File: src/hw/rtl/loop_record_validator_macros.svh
// assertion macros for the loop record validator
`ifndef LOOP_RECORD_VALIDATOR_MACROS_SVH
`define LOOP_RECORD_VALIDATOR_MACROS_SVH

`ifndef SYNTH

// same-cycle implication, checked outside reset
`define LRV_ASSERT_IMP(label, clk, rst_n, ante, cons) \
    label: assert property (@(posedge clk) disable iff (!rst_n) (ante) |-> (cons)) \
        else $error("lrv assertion failed");

// next-cycle implication, checked outside reset
`define LRV_ASSERT_NXT(label, clk, rst_n, ante, cons) \
    label: assert property (@(posedge clk) disable iff (!rst_n) (ante) |=> (cons)) \
        else $error("lrv assertion failed");

`else

`define LRV_ASSERT_IMP(label, clk, rst_n, ante, cons)
`define LRV_ASSERT_NXT(label, clk, rst_n, ante, cons)

`endif

`endif

File: src/hw/rtl/lrv_pkg.sv
// types, constants and helpers for the loop record validator
package lrv_pkg;

    // fnv-1a 32-bit constants
    localparam logic [31:0] FNV_SEED  = 32'd2166136261;
    localparam logic [31:0] FNV_PRIME = 32'd16777619;

    // item codes
    localparam logic OP_HEADER = 1'b0;
    localparam logic OP_ENTRY  = 1'b1;

    // verdict codes
    localparam logic [1:0] ERR_NONE     = 2'd0;
    localparam logic [1:0] ERR_RANGE    = 2'd1;
    localparam logic [1:0] ERR_CAPACITY = 2'd2;
    localparam logic [1:0] ERR_CHECKSUM = 2'd3;

    // field widths
    localparam int WORD_W   = 32;
    localparam int TOTAL_W  = 13;
    localparam int SHIFT_W  = 8 * WORD_W;

    // index of the final byte of a header and of an entry
    localparam logic [4:0] HDR_LAST_BYTE = 5'd7;
    localparam logic [4:0] ENT_LAST_BYTE = 5'd31;

    typedef logic [31:0] t_word;

    // per-field maxima, tick first
    localparam t_word ENTRY_MAX [8] = '{
        32'd393216, 32'd393216, 32'd6, 32'd15,
        32'd127, 32'd127, 32'd16383, 32'd65535
    };

    // byte of a field maximum, least significant byte at index 0
    function automatic logic [7:0] max_byte(input logic [2:0] field, input logic [1:0] idx);
        t_word m;
        m = ENTRY_MAX[field];
        return m[{idx, 3'b000} +: 8];
    endfunction

    // one fnv-1a step over one byte
    function automatic t_word fnv_step(input t_word h, input logic [7:0] b);
        t_word x;
        x = h ^ {24'd0, b};
        return x * FNV_PRIME;
    endfunction

endpackage

File: src/hw/rtl/loop_record_validator.sv
// loop record validator: byte-serial fnv-1a checksum, range and capacity check of a loop record
//
//  channel | direction | handshake             | payload
//  --------+-----------+-----------------------+----------------------------------------
//  input   | in        | i_valid / o_stall     | i_opcode .. i_layer_and_last
//  result  | out       | o_valid / i_stall     | o_accepted, o_error_code, o_computed_sum,
//          |           |                       | o_entry_total
//
//  one byte is hashed per cycle by a single multiply stage: an entry is loaded in its
//  transfer cycle and then hashes its 32 bytes, a header its 8 bytes, and an item marked
//  last then waits in the done state to move its verdict into the output register.
//  an entry with no open record is dropped in its transfer cycle.
//  reset is synchronous and active low; no clearing pass is needed.
//  a held result stalls only the done state of a last item, never the items before it.
`include "loop_record_validator_macros.svh"

module loop_record_validator
    import lrv_pkg::*;
#(
    parameter int CAPACITY = 256
) (
    input  logic          i_clk,
    input  logic          i_rst_n,
    // input channel
    input  logic          i_valid,
    output logic          o_stall,
    input  logic          i_opcode,
    input  logic [31:0]   i_loop_length,
    input  logic [15:0]   i_tempo_bpm,
    input  logic [31:0]   i_expected_sum,
    input  logic [31:0]   i_tick,
    input  logic [31:0]   i_duration,
    input  logic [31:0]   i_event_kind,
    input  logic [31:0]   i_channel,
    input  logic [31:0]   i_data_one,
    input  logic [31:0]   i_data_two,
    input  logic [31:0]   i_wide_value,
    input  logic [32:0]   i_layer_and_last,
    // result channel
    output logic          o_valid,
    input  logic          i_stall,
    output logic          o_accepted,
    output logic [1:0]    o_error_code,
    output logic [31:0]   o_computed_sum,
    output logic [12:0]   o_entry_total
);

    localparam int CNT_W = $clog2(CAPACITY + 2);
    localparam logic [CNT_W-1:0] CAP     = CNT_W'(CAPACITY);
    localparam logic [CNT_W-1:0] CAP_SAT = CNT_W'(CAPACITY + 1);

    localparam logic [1:0] ST_IDLE = 2'd0;
    localparam logic [1:0] ST_HASH = 2'd1;
    localparam logic [1:0] ST_DONE = 2'd2;

    // control state
    logic [1:0]       r_state, n_state;
    logic [4:0]       r_cnt, n_cnt;
    logic             r_is_entry, n_is_entry;
    logic             r_last, n_last;
    logic             r_gt, n_gt;
    logic             r_open, n_open;
    logic [1:0]       r_err, n_err;
    logic [CNT_W-1:0] r_entries, n_entries;
    t_word            r_hash, n_hash;
    t_word            r_expected, n_expected;
    logic             r_out_valid, n_out_valid;

    // payload
    logic [SHIFT_W-1:0] r_shift, n_shift;
    logic               r_out_acc;
    logic [1:0]         r_out_err;
    t_word              r_out_sum;
    logic [CNT_W-1:0]   r_out_total;

    logic       in_xfer;
    logic       out_free;
    logic       emit;
    logic [7:0] cur_byte;
    logic [7:0] cur_max;
    logic       cur_gt;
    logic [4:0] last_byte;
    logic [1:0] verdict;

    assign o_stall  = (r_state != ST_IDLE);
    assign in_xfer  = i_valid && (r_state == ST_IDLE);
    assign out_free = !r_out_valid || !i_stall;
    assign emit     = (r_state == ST_DONE) && out_free;

    // serial compare, least significant byte first
    assign cur_byte  = r_shift[7:0];
    assign cur_max   = max_byte(r_cnt[4:2], r_cnt[1:0]);
    assign cur_gt    = (cur_byte > cur_max)
                       || ((cur_byte == cur_max) && (r_cnt[1:0] != 2'd0) && r_gt);
    assign last_byte = r_is_entry ? ENT_LAST_BYTE : HDR_LAST_BYTE;

    // final verdict of a record
    assign verdict = ((r_err == ERR_NONE) && (r_hash != r_expected)) ? ERR_CHECKSUM : r_err;

    // next-state logic
    always_comb begin
        n_state     = r_state;
        n_cnt       = r_cnt;
        n_is_entry  = r_is_entry;
        n_last      = r_last;
        n_gt        = r_gt;
        n_open      = r_open;
        n_err       = r_err;
        n_entries   = r_entries;
        n_hash      = r_hash;
        n_expected  = r_expected;
        n_shift     = r_shift;
        n_out_valid = r_out_valid;

        if (r_out_valid && !i_stall) begin
            n_out_valid = 1'b0;
        end

        unique case (r_state)
            ST_IDLE: begin
                if (in_xfer) begin
                    n_cnt  = 5'd0;
                    n_gt   = 1'b0;
                    n_last = i_layer_and_last[32];
                    if (i_opcode == OP_HEADER) begin
                        // open a fresh record
                        n_state    = ST_HASH;
                        n_is_entry = 1'b0;
                        n_open     = 1'b1;
                        n_err      = ERR_NONE;
                        n_entries  = '0;
                        n_hash     = FNV_SEED;
                        n_expected = i_expected_sum;
                        n_shift    = {192'd0, 16'd0, i_tempo_bpm, i_loop_length};
                    end else if (r_open) begin
                        // entry of an open record
                        n_state    = ST_HASH;
                        n_is_entry = 1'b1;
                        if ((r_entries >= CAP) && (r_err == ERR_NONE)) begin
                            n_err = ERR_CAPACITY;
                        end
                        if (r_entries < CAP_SAT) begin
                            n_entries = r_entries + 1'b1;
                        end
                        n_shift = {i_layer_and_last[31:0], i_wide_value, i_data_two,
                                   i_data_one, i_channel, i_event_kind, i_duration, i_tick};
                    end
                end
            end
            ST_HASH: begin
                // one byte per cycle
                n_hash  = fnv_step(r_hash, cur_byte);
                n_shift = {8'd0, r_shift[SHIFT_W-1:8]};
                n_gt    = cur_gt;
                n_cnt   = r_cnt + 1'b1;
                if (r_is_entry && (r_cnt[1:0] == 2'd3) && cur_gt && (r_err == ERR_NONE)) begin
                    n_err = ERR_RANGE;
                end
                if (r_cnt == last_byte) begin
                    n_state = r_last ? ST_DONE : ST_IDLE;
                end
            end
            ST_DONE: begin
                // hand the verdict over and close the record
                if (out_free) begin
                    n_out_valid = 1'b1;
                    n_state     = ST_IDLE;
                    n_open      = 1'b0;
                    n_err       = ERR_NONE;
                    n_entries   = '0;
                    n_hash      = FNV_SEED;
                    n_expected  = '0;
                end
            end
            default: begin
                n_state = ST_IDLE;
            end
        endcase
    end

    // control registers
    always_ff @(posedge i_clk) begin
        if (!i_rst_n) begin
            r_state     <= ST_IDLE;
            r_cnt       <= 5'd0;
            r_is_entry  <= 1'b0;
            r_last      <= 1'b0;
            r_gt        <= 1'b0;
            r_open      <= 1'b0;
            r_err       <= ERR_NONE;
            r_entries   <= '0;
            r_hash      <= FNV_SEED;
            r_expected  <= '0;
            r_out_valid <= 1'b0;
        end else begin
            r_state     <= n_state;
            r_cnt       <= n_cnt;
            r_is_entry  <= n_is_entry;
            r_last      <= n_last;
            r_gt        <= n_gt;
            r_open      <= n_open;
            r_err       <= n_err;
            r_entries   <= n_entries;
            r_hash      <= n_hash;
            r_expected  <= n_expected;
            r_out_valid <= n_out_valid;
        end
    end

    // byte shifter and result register
    always_ff @(posedge i_clk) begin
        r_shift <= n_shift;
        if (emit) begin
            r_out_acc   <= (verdict == ERR_NONE);
            r_out_err   <= verdict;
            r_out_sum   <= r_hash;
            r_out_total <= r_entries;
        end
    end

    assign o_valid        = r_out_valid;
    assign o_accepted     = r_out_acc;
    assign o_error_code   = r_out_err;
    assign o_computed_sum = r_out_sum;
    assign o_entry_total  = TOTAL_W'(r_out_total);

    // checks
    `LRV_ASSERT_IMP(a_cnt_bound, i_clk, i_rst_n, r_state == ST_HASH, r_cnt <= last_byte)
    `LRV_ASSERT_IMP(a_entries_sat, i_clk, i_rst_n, 1'b1, r_entries <= CAP_SAT)
    `LRV_ASSERT_NXT(a_emit_result, i_clk, i_rst_n, emit,
        o_valid && (o_accepted == (o_error_code == ERR_NONE)) && !r_open)
    `LRV_ASSERT_NXT(a_orphan_drop, i_clk, i_rst_n,
        in_xfer && (i_opcode == OP_ENTRY) && !r_open, r_state == ST_IDLE)
    `LRV_ASSERT_IMP(a_done_last, i_clk, i_rst_n, r_state == ST_DONE, r_last && r_open)

endmodule

File: config.mk
export PLATFORM = sky130hd
export DESIGN_NAME = loop_record_validator
export DESIGN_NICKNAME = d
export VERILOG_FILES = /design/src/hw/rtl/lrv_pkg.sv /design/src/hw/rtl/loop_record_validator.sv
export VERILOG_INCLUDE_DIRS = /design/src /design/src/hw/rtl
export SDC_FILE = /design/constraint.sdc
export NUM_CORES = 1
export LEC_CHECK = 0
export ABC_CLOCK_PERIOD_IN_PS = 18230
export BUFFER_PORTS_ARGS = -buffer_cell sky130_fd_sc_hd__buf_2
export CAP_MARGIN = 40
export CELL_PAD_IN_SITES_DETAIL_PLACEMENT = 2
export CELL_PAD_IN_SITES_GLOBAL_PLACEMENT = 2
export CORE_AREA = 2 2 257 259
export DETAILED_ROUTE_END_ITERATION = 12
export DIE_AREA = 0 0 259 261
export PLACE_DENSITY = 0.79
export SLEW_MARGIN = 20
export SYNTH_ARGS = -nofsm -noshare
export SYNTH_HDL_FRONTEND = slang
export SYNTH_SLANG_ARGS = --single-unit
File: constraint.sdc
create_clock -name i_clk -period 18.23 [get_ports i_clk]
set_input_delay 4.5575 -clock i_clk [delete_from_list [all_inputs] [get_ports i_clk]]
set_output_delay 4.5575 -clock i_clk [all_outputs]
set_load 0.01 [all_outputs]
== After elaboration in Yosys (flattened, before gate mapping) ==
Memory sizes are Yosys's and may differ from the RTL's.
Index checks and enable logic that the tools add are counted.

* Output and inout bits: 50
* Input port bits: 342
* Bits in registers: 387
* Bits in read-only memories: 256
* Word-level logic and storage cells: 121
* Memories: 1

{| class="wikitable"
|+ Memories
! memory !! words !! width !! rd ports !! clocked after memory_dff !! wr ports !! RTL line !! RTL
|-
| (name not given) || 8 || 32 || 1 || 0 || 0 || lrv_pkg.sv:38 || <nowiki>m = ENTRY_MAX[field];</nowiki>
|}

* $lt $le $gt $ge: 4
* Mux-type cells: 48
* Bitwise operators: 2
* Shift-type cells: 1
* Reduce and logical (&&, ||, !) cells: 31
* Eq/ne operators: 15
* Multipliers: 1
* Add/sub/neg operators: 2

{| class="wikitable"
|+ Operators with widths
! operator !! count
|-
| $mux 256 || 3
|-
| $pmux 256 s2 || 1
|-
| $mux 32 || 8
|-
| $pmux 32 s3 || 1
|-
| $pmux 32 s2 || 1
|-
| $mux 9 || 5
|-
| $mul 32x25->32 const B || 1
|-
| $ne 32x32->1 || 1
|-
| $shiftx 32x6->8 || 1
|-
| $xor 32x8->32 || 1
|-
| $mux 2 || 12
|-
| $pmux 9 s2 || 1
|-
| $pmux 2 s3 || 2
|-
| $reduce_and 4->1 || 3
|-
| $logic_and 1x1->1 || 10
|-
| $mux 5 || 2
|-
| $ne 2x2->1 const B || 5
|-
| $pmux 5 s2 || 1
|-
| $add 9x1->9 const B || 1
|-
| $ge 9x9->1 const B || 1
|-
| $lt 9x9->1 const B || 1
|-
| $mux 1 || 9
|-
| $eq 8x8->1 || 1
|-
| $gt 8x8->1 || 1
|-
| other kinds (19) || 31
|}

== Logic depth before layout (Yosys ltp) ==
Gate-level depths: netlist of run 1.

* Word-level depth: 13
* Mapped depth: 21
* Gate-level depth less buffers: 20

== Worst setup path before layout of run 1 ==
OpenSTA, ideal clock, no wires.

* Path kind: input to register
* From: input port i_opcode
* To: register r_shift[0], enable pin
* Setup time: 0.963 ns
* Data arrival time: 17.331 ns
* Cell stages on the path: 4
* Buffers on the path: 1
* Path slack: -0.064 ns
* Cell sequence: clkbuf_1 > inv_1 > nor2_1 > o22ai_1

* Cells in the longest elaborated chain, start to end: 2

{| class="wikitable"
|+ Ends and longest elaborated chain
! what !! RTL line !! RTL
|-
| start, declared || loop_record_validator.sv:27 || <nowiki>input logic i_opcode,</nowiki>
|-
| $ne 3x3->1 (no source line) || - ||
|-
| $reduce_and 3->1 (no source line) || - ||
|-
| end signal, assigned || loop_record_validator.sv:212 || <nowiki>r_shift <= n_shift;</nowiki>
|-
| end, declared || loop_record_validator.sv:70 || <nowiki>logic [SHIFT_W-1:0] r_shift, n_shift;</nowiki>
|}

No other way between the ends.
A chain may end at the register's enable or synchronous reset.

== Worst setup path in the final report of run 1 ==
* From: input port i_opcode
* To: register r_shift[134], enable pin

Same word-level chain as after synthesis.

==> results of run 1 <==
## worst min-delay path by stage
stage / slack (ns) / endpoint / from
final: 0.53 / r_out_total[7]$_DFFE_PP_ / r_entries[7]$_SDFFE_PN0P_
after CTS: 0.53 / r_out_total[6]$_DFFE_PP_ / r_entries[6]$_SDFFE_PN0P_
after detailed placement: 0.49 / r_last$_SDFFE_PN0P_ / r_last$_SDFFE_PN0P_
after global placement: 0.46 / r_last$_SDFFE_PN0P_ / r_last$_SDFFE_PN0P_
after floorplan: 0.44 / r_last$_SDFFE_PN0P_ / r_last$_SDFFE_PN0P_
after global routing: 0.54 / r_out_total[7]$_DFFE_PP_ / r_entries[7]$_SDFFE_PN0P_
## logic make-up after synthesis
family	Yosys count	synth area share (%)
AO/OA/AOI/OAI	438	14.6
AND/OR/NAND/NOR	328	7.58
other	1	0.0172
buffers and inverters	273	4.76
multiplexers	51	2.34
adder cells (fa/ha/maj)	274	18.2
flip-flops	387	49.2
XOR/XNOR	81	3.25
## metal layers
| layer | wire [um] | vias to the layer above |
|---|---|---|
| met2 | 40000 | 513 |
| li1 | - | 7443 |
| met3 | 3960 | 159 |
| met4 | 2230 | 30 |
| met1 | 31400 | 8379 |
| met5 | 196 | - |
## critical path, delay by kind of cell
kind                   cells  cell delay [ns]
buffers and inverters      5             1.90
AO/OA/AOI/OAI              1             0.17
AND/OR/NAND/NOR            1             0.15
## cell type report
cell class / count / area, um^2
diodes: 14 / 35.0
clock buffers: 52 / 1140
clock inverters: 26 / 204
fillers: 6733 / 38800
inverters: 179 / 672
multi-input cells: 1176 / 10100
flip-flops and latches: 387 / 10800
well taps: 864 / 1080
repair buffers: 408 / 2250
## sequential cells by signal (all words and copies together) (netlist names)
name / cells
o_valid: 1
r_entries: 9
r_gt: 1
r_out_total: 9
o_error_code: 2
r_err: 2
r_state: 2
r_shift: 256
r_last: 1
o_accepted: 1
r_cnt: 5
r_open: 1
r_hash: 32
o_computed_sum: 32
r_is_entry: 1
r_expected: 32
## cells in the mapped netlist (all sizes together) (4+ instances only)
| cell type | n | area share [%] |
|---|---|---|
| a2111oi | 4 | 0.16 |
| a211oi | 4 | 0.14 |
| a21boi | 12 | 0.41 |
| a21o | 9 | 0.31 |
| a21oi | 71 | 1.6 |
| a22o | 201 | 8.1 |
| a22oi | 6 | 0.21 |
| and2 | 8 | 0.23 |
| and3 | 44 | 1.3 |
| buf | 10 | 0.24 |
| clkbuf | 84 | 1.4 |
| dfxtp | 87 | 8.0 |
| edfxtp | 300 | 41 |
| fa | 74 | 6.8 |
| ha | 200 | 11 |
| inv | 179 | 3.1 |
| mux2i | 51 | 2.3 |
| nand2 | 116 | 2.0 |
| nand2b | 9 | 0.26 |
| nand3 | 16 | 0.39 |
| nand4 | 17 | 0.49 |
| nor2 | 34 | 0.58 |
| nor2b | 46 | 1.3 |
| nor3 | 14 | 0.32 |
| nor4 | 5 | 0.14 |
| o211ai | 6 | 0.21 |
| o21a | 4 | 0.14 |
| o21ai | 84 | 1.9 |
| o22ai | 8 | 0.23 |
| or3 | 9 | 0.26 |
| xnor2 | 58 | 2.3 |
| xor2 | 23 | 0.92 |
## metrics by stage
step / std cells / hold WS (ns)
CTS: 3091 / 0.531
global route: 3100 / 0.538
finish: 3106 / 0.533
global placement: 3006 / 0.464
detailed placement: 3013 / 0.485
floorplan: 1836 / 0.444
==> results.yml, run 1 <==
hold_path:
  hp-class: "reg2reg"
  min_path_cells: 0
route:
  drtPass1Iterations: 5
  antenna_left: 0
  drt_iter0_drc: 1001
  vias_per_cell: 5.32
  dr_total_vias: 16524
  wl_um: 77800
  drc: 0
  wl_per_cell_um: 25.0
final_layout:
  final_cell_mix: "buf_2, edfxtp_1, a22o_1, ha_1, inv_1"
  final_nets: 2812
  post-route-util_pct: 40.4
  layout_commonest_cell: "buf_2"
  design_area_mm2: 0.0262
  areaGrowthSynthToFinish_pct: 20.1
  drive_gt1_share_pct: 21.8
timing:
  final.setup.worst_slack_ns: 11.47
  fmaxAchievable_mhz: 148
  drv_slew: 0
  hold_violations: 0
  tns_ns: 0
  setup_viol: 0
  worstMarginPinSlew_ns: 1.05
  period_minus_slack_ns: 6.76
  rsz0062_at_grt: "no"
  relSlewSlack_pct: 30.3
  min_period_over_period_pct: 37.1
  clock_skew_ns: 0.0374
worst_setup_path:
  crit_end: "r_shift[134]$_DFFE_PP_"
  critPathMaxFanout: 170
  critPathLaunch: "i_opcode"
  critPathKind: "in2reg"
  crit_required_ns: 18.49
  rrSetupSlack_ns: 11.89
  start_kind: "input pin"
  slowest_delay_ns: 0.61
  crit-reg2reg-launch: "r_hash[2]$_SDFFE_PN1P_"
  slowest_stage: "buf_12"
  r2r_cells: 19
  worstSetupEndpointType: "flip-flop"
  crit_path_frequent_cell: "buf_4"
  worstPathArrival_ns: 7.02
  crit_path_cell_trace: "buf_4 -> inv_1 -> nor2_1 -> o22ai_4 -> buf_12 -> buf_4 -> buf_16"
  regToRegEndpoint: "r_hash[22]$_SDFFE_PN0P_"
grt:
  grt_pass1_vias: 18298
  antenna_found_initial: 30
  grt_start_max_net_pins: 227
  grt_pass1_wl_um: 115000
  grt-ovfl-total: 0
  use_met3_pct: 4.44
  grt.met1_usage_pct: 27.1
  track_usage_pct: 22.5
  met2_usage_pct: 40.8
  grt-busiest-layer: "met2"
yosys:
  synthArstFlopShare_pct: 0
  synth_seq_cells: 387
  synth-main-ff-cell: "edfxtp_1"
  synth_edf_count: 300
  netlist_area_mm2: 0.0219
  synthCells: 1833
  yosysSeqAreaShare_pct: 49.2
  synth_cell_types: 60
  synth_warnings: 0
  syn_avg_cell_area_um2: 11.9
cts:
  clkTransAtPathRegs_ns: 0.06
  holdBufCountCts: 0
  cts-root-buf: "clkbuf_16"
  cts-buffers-inserted: 44
  post_cts_resized: 0
  worstSkewPairLatency_ns: 0.60
  post_cts.repair.setup_buffers: 0
  tritoncts: "built"
  htree_levels: 2
  clockBufferDepth: 3
  cts_sinks: 387
place:
  dp_hpwl_um: 58700
  gp_congestion: 0.873
  numPortBuffers: 387
  pre_cts_slack_ns: 10.95
  place_area_mm2: 0.0248
flow_run:
  cap_violations: 0
status:
  status: "complete, no violations"
floorplanning:
  initial_core_util_pct: 33.6
  die_y_um: 261
  core-area_mm2: 0.0650
  die-area_mm2: 0.0676
  io_pins: 392
  row_count: 94
  die_w_um: 259
Power of run 1 is left out: the tool's default activity adds up to more than one toggle a clock period on the data nets, which glitch-free logic cannot reach.
==> run 2, diff against run 1 <==
--- a/config.mk
+++ b/config.mk
@@ -6,15 +6,16 @@
 export SDC_FILE = /design/constraint.sdc
 export NUM_CORES = 1
 export LEC_CHECK = 0
-export ABC_CLOCK_PERIOD_IN_PS = 18230
+export ABC_AREA = 1
+export ABC_CLOCK_PERIOD_IN_PS = 6440
 export BUFFER_PORTS_ARGS = -buffer_cell sky130_fd_sc_hd__buf_2
 export CAP_MARGIN = 40
 export CELL_PAD_IN_SITES_DETAIL_PLACEMENT = 2
 export CELL_PAD_IN_SITES_GLOBAL_PLACEMENT = 2
-export CORE_AREA = 2 2 257 259
+export CORE_AREA = 2 2 260 262
 export DETAILED_ROUTE_END_ITERATION = 12
-export DIE_AREA = 0 0 259 261
-export PLACE_DENSITY = 0.79
+export DIE_AREA = 0 0 262 264
+export PLACE_DENSITY = 0.83
 export SLEW_MARGIN = 20
 export SYNTH_ARGS = -nofsm -noshare
 export SYNTH_HDL_FRONTEND = slang
==> constraint.sdc (replaced) <==
create_clock -name i_clk -period 6.44 [get_ports i_clk]
set_input_delay 1.61 -clock i_clk [delete_from_list [all_inputs] [get_ports i_clk]]
set_output_delay 1.61 -clock i_clk [all_outputs]
set_load 0.01 [all_outputs]
==> run 2 against run 1 <==
Cell count rose by 24%. Sequential cell count did not move. Register-to-register slack got worse by 11 ns. Via count rose by 22%. Synthesized cell count rose by 39%. Worst hold slack got worse by 0.066 ns. Setup slack got worse by 11 ns. First-iteration DRC count rose by 24%. Die area rose by 2.3%. Routed wire length rose by 17%. Clock skew rose by 0.014 ns. Critical path type is now reg2reg.
==> results.yml, run 2 <==
floorplanning:
  die_y_um: 264
  core-area_mm2: 0.0666
  initial_core_util_pct: 34.7
  die_w_um: 262
  die-area_mm2: 0.0692
  row_count: 95
  io_pins: 392
grt:
  grt_pass1_wl_um: 136000
  grt-ovfl-total: 0
  antenna_found_initial: 41
  track_usage_pct: 25.9
  grt_start_max_net_pins: 113
  grt_pass1_vias: 22662
yosys:
  synth.largest_area_cell: "edfxtp_1"
  synth_warnings: 0
  synth_cell_types: 47
  netlist_area_mm2: 0.0231
  synth_commonest_cells: "nand2_1, edfxtp_1, nand3_1"
  synth-main-ff-cell: "edfxtp_1"
  synth.top_cell.area_share_pct: 39.0
  synth.most_common_cell: "nand2_1"
  synth_seq_cells: 387
  syn_avg_cell_area_um2: 9.03
  synth_edf_count: 300
  synthArstFlopShare_pct: 0
  yosysSeqAreaShare_pct: 46.6
  synth.area.top_cells: "edfxtp_1, nand2_1, ha_1"
  synthCells: 2555
place:
  place_area_mm2: 0.0260
  dp_cells: 3734
  dp_hpwl_um: 67500
  gp_congestion: 0.897
  numPortBuffers: 387
timing:
  setup_viol: 0
  rsz0062_at_grt: "no"
  drv_slew: 0
  period_minus_slack_ns: 5.56
  relSlewSlack_pct: 43.0
  clock_skew_ns: 0.0511
  worstMarginPinSlew_ns: 0.854
  min_period_over_period_pct: 86.3
  hold_violations: 0
  tns_ns: 0
  fmaxAchievable_mhz: 180
worst_setup_path:
  worstPathArrival_ns: 6.05
  critPathMaxFanout: 5
  crit_required_ns: 6.93
  start_kind: "flip-flop"
  worstSetupEndpointType: "flip-flop"
  critPathKind: "reg2reg"
final_layout:
  design_area_mm2: 0.0277
  post-route-util_pct: 41.6
  largest_register_ff_count: 256
  drive_gt1_share_pct: 17.5
  fillers: 7374
  final_nets: 3531
  final_cell_mix: "nand2_1, buf_2, edfxtp_1, nand3_1, inv_1"
  top_register: "r_shift"
  areaGrowthSynthToFinish_pct: 20.0
  final_cells: 3848
  layout_commonest_cell: "nand2_1"
flow_run:
  cap_violations: 0
cts:
  cts-buffers-inserted: 47
  htree_levels: 2
  post_cts_resized: 0
  post_cts.repair.setup_buffers: 0
  cts_sinks: 387
  tritoncts: "built"
  cts-root-buf: "clkbuf_16"
  holdBufCountCts: 0
  worstSkewPairLatency_ns: 0.61
  clockBufferDepth: 3
  clkTransAtPathRegs_ns: 0.06
route:
  met3_length_um: 4310
  dr_total_vias: 20149
  wirelength_met1_um: 36700
  wl_met2_um: 46700
  highest_layer: "met5"
  wl_um: 90900
  antenna_left: 0
  drtPass1Iterations: 5
  wl_per_cell_um: 23.6
  vias_per_cell: 5.24
  drt_iter0_drc: 1244
  drc: 0
status:
  status: "complete, no violations"
hold_path:
  hp-class: "reg2reg"
[run 2: cell types whose count changed in the layout (fill, tap and decap cells not counted), sizes merged, moves of 53 or more]
cell   previous run  this run
nand2           116       745
nand3            16       260
a22o            201         0
nor2             34       129
inv             181       266
o21ai            84       137
[run 2: final cells by class]
cell class                 count  area [um^2]  area share [%]
clock inverter                29          274           0.990
sequential                   387        10800            38.8
clock buffer                  58         1250            4.51
inverter                     265         1000            3.61
tap                          873         1090            3.94
multi-input combinational   1792        10900            39.4
antenna                       22         55.1           0.199
timing repair buffer         422         2370            8.55
[run 2: cell families after synthesis]
logic type	Yosys count	synth area share [%]
AOI/OAI and AO/OA	270	6.17
xor gates and xnor gates	55	2.09
adders and majority gates	274	17.3
buffers and inverters	379	6.36
DFF	387	46.6
other	1	0.0162
and+or+nand+nor	1189	21.5
[run 2: per-layer routing]
metal  GRT usage, %  vias up
met5              0        -
met4           9.04       30
met3           4.81      189
met2           45.5      507
met1           31.6    10202
li1               -     9221
[run 2: stage by stage]
stage / setup slack [ns] / hold slack, ns
after floorplan: 0.330 / 0.430
after global placement: 1.09 / 0.451
after detailed placement: 0.875 / 0.463
after CTS: 0.851 / 0.479
after global routing: 0.597 / 0.484
final: 0.880 / 0.466
[run 2: worst max-delay path, stage by stage, from the launching register on]
cell and delay, ns:
edfxtp_1 0.46, xnor2_1 0.30, inv_1 0.19, ha_1 0.35
ha_1 0.32, fa_1 0.45, ha_1 0.24, fa_1 0.44
ha_1 0.29, inv_1 0.04, fa_1 0.49, inv_1 0.05
ha_1 0.35, nand2_1 0.09, inv_1 0.06, a21oi_1 0.27
nand3_1 0.24, nand2_1 0.11, inv_1 0.04, nor2_1 0.22
inv_1 0.08, nand2_1 0.08, nand3_1 0.08, nand2_1 0.12
nand2_1 0.07
[run 2: path summary, 6_finish.rpt]
kind	slack, ns	depth (start not counted)	end	start
setup / recovery	0.88	24	r_hash[31]$_SDFFE_PN1P_	r_shift[4]$_DFFE_PP_
hold / removal	0.47	0	r_out_total[7]$_DFFE_PP_	r_entries[7]$_SDFFE_PN0P_
setup reg to reg	0.88	24	r_hash[31]$_SDFFE_PN1P_	r_shift[4]$_DFFE_PP_
hold reg to reg	0.47	0	r_out_total[7]$_DFFE_PP_	r_entries[7]$_SDFFE_PN0P_
Power of run 2 is left out for the same reason.
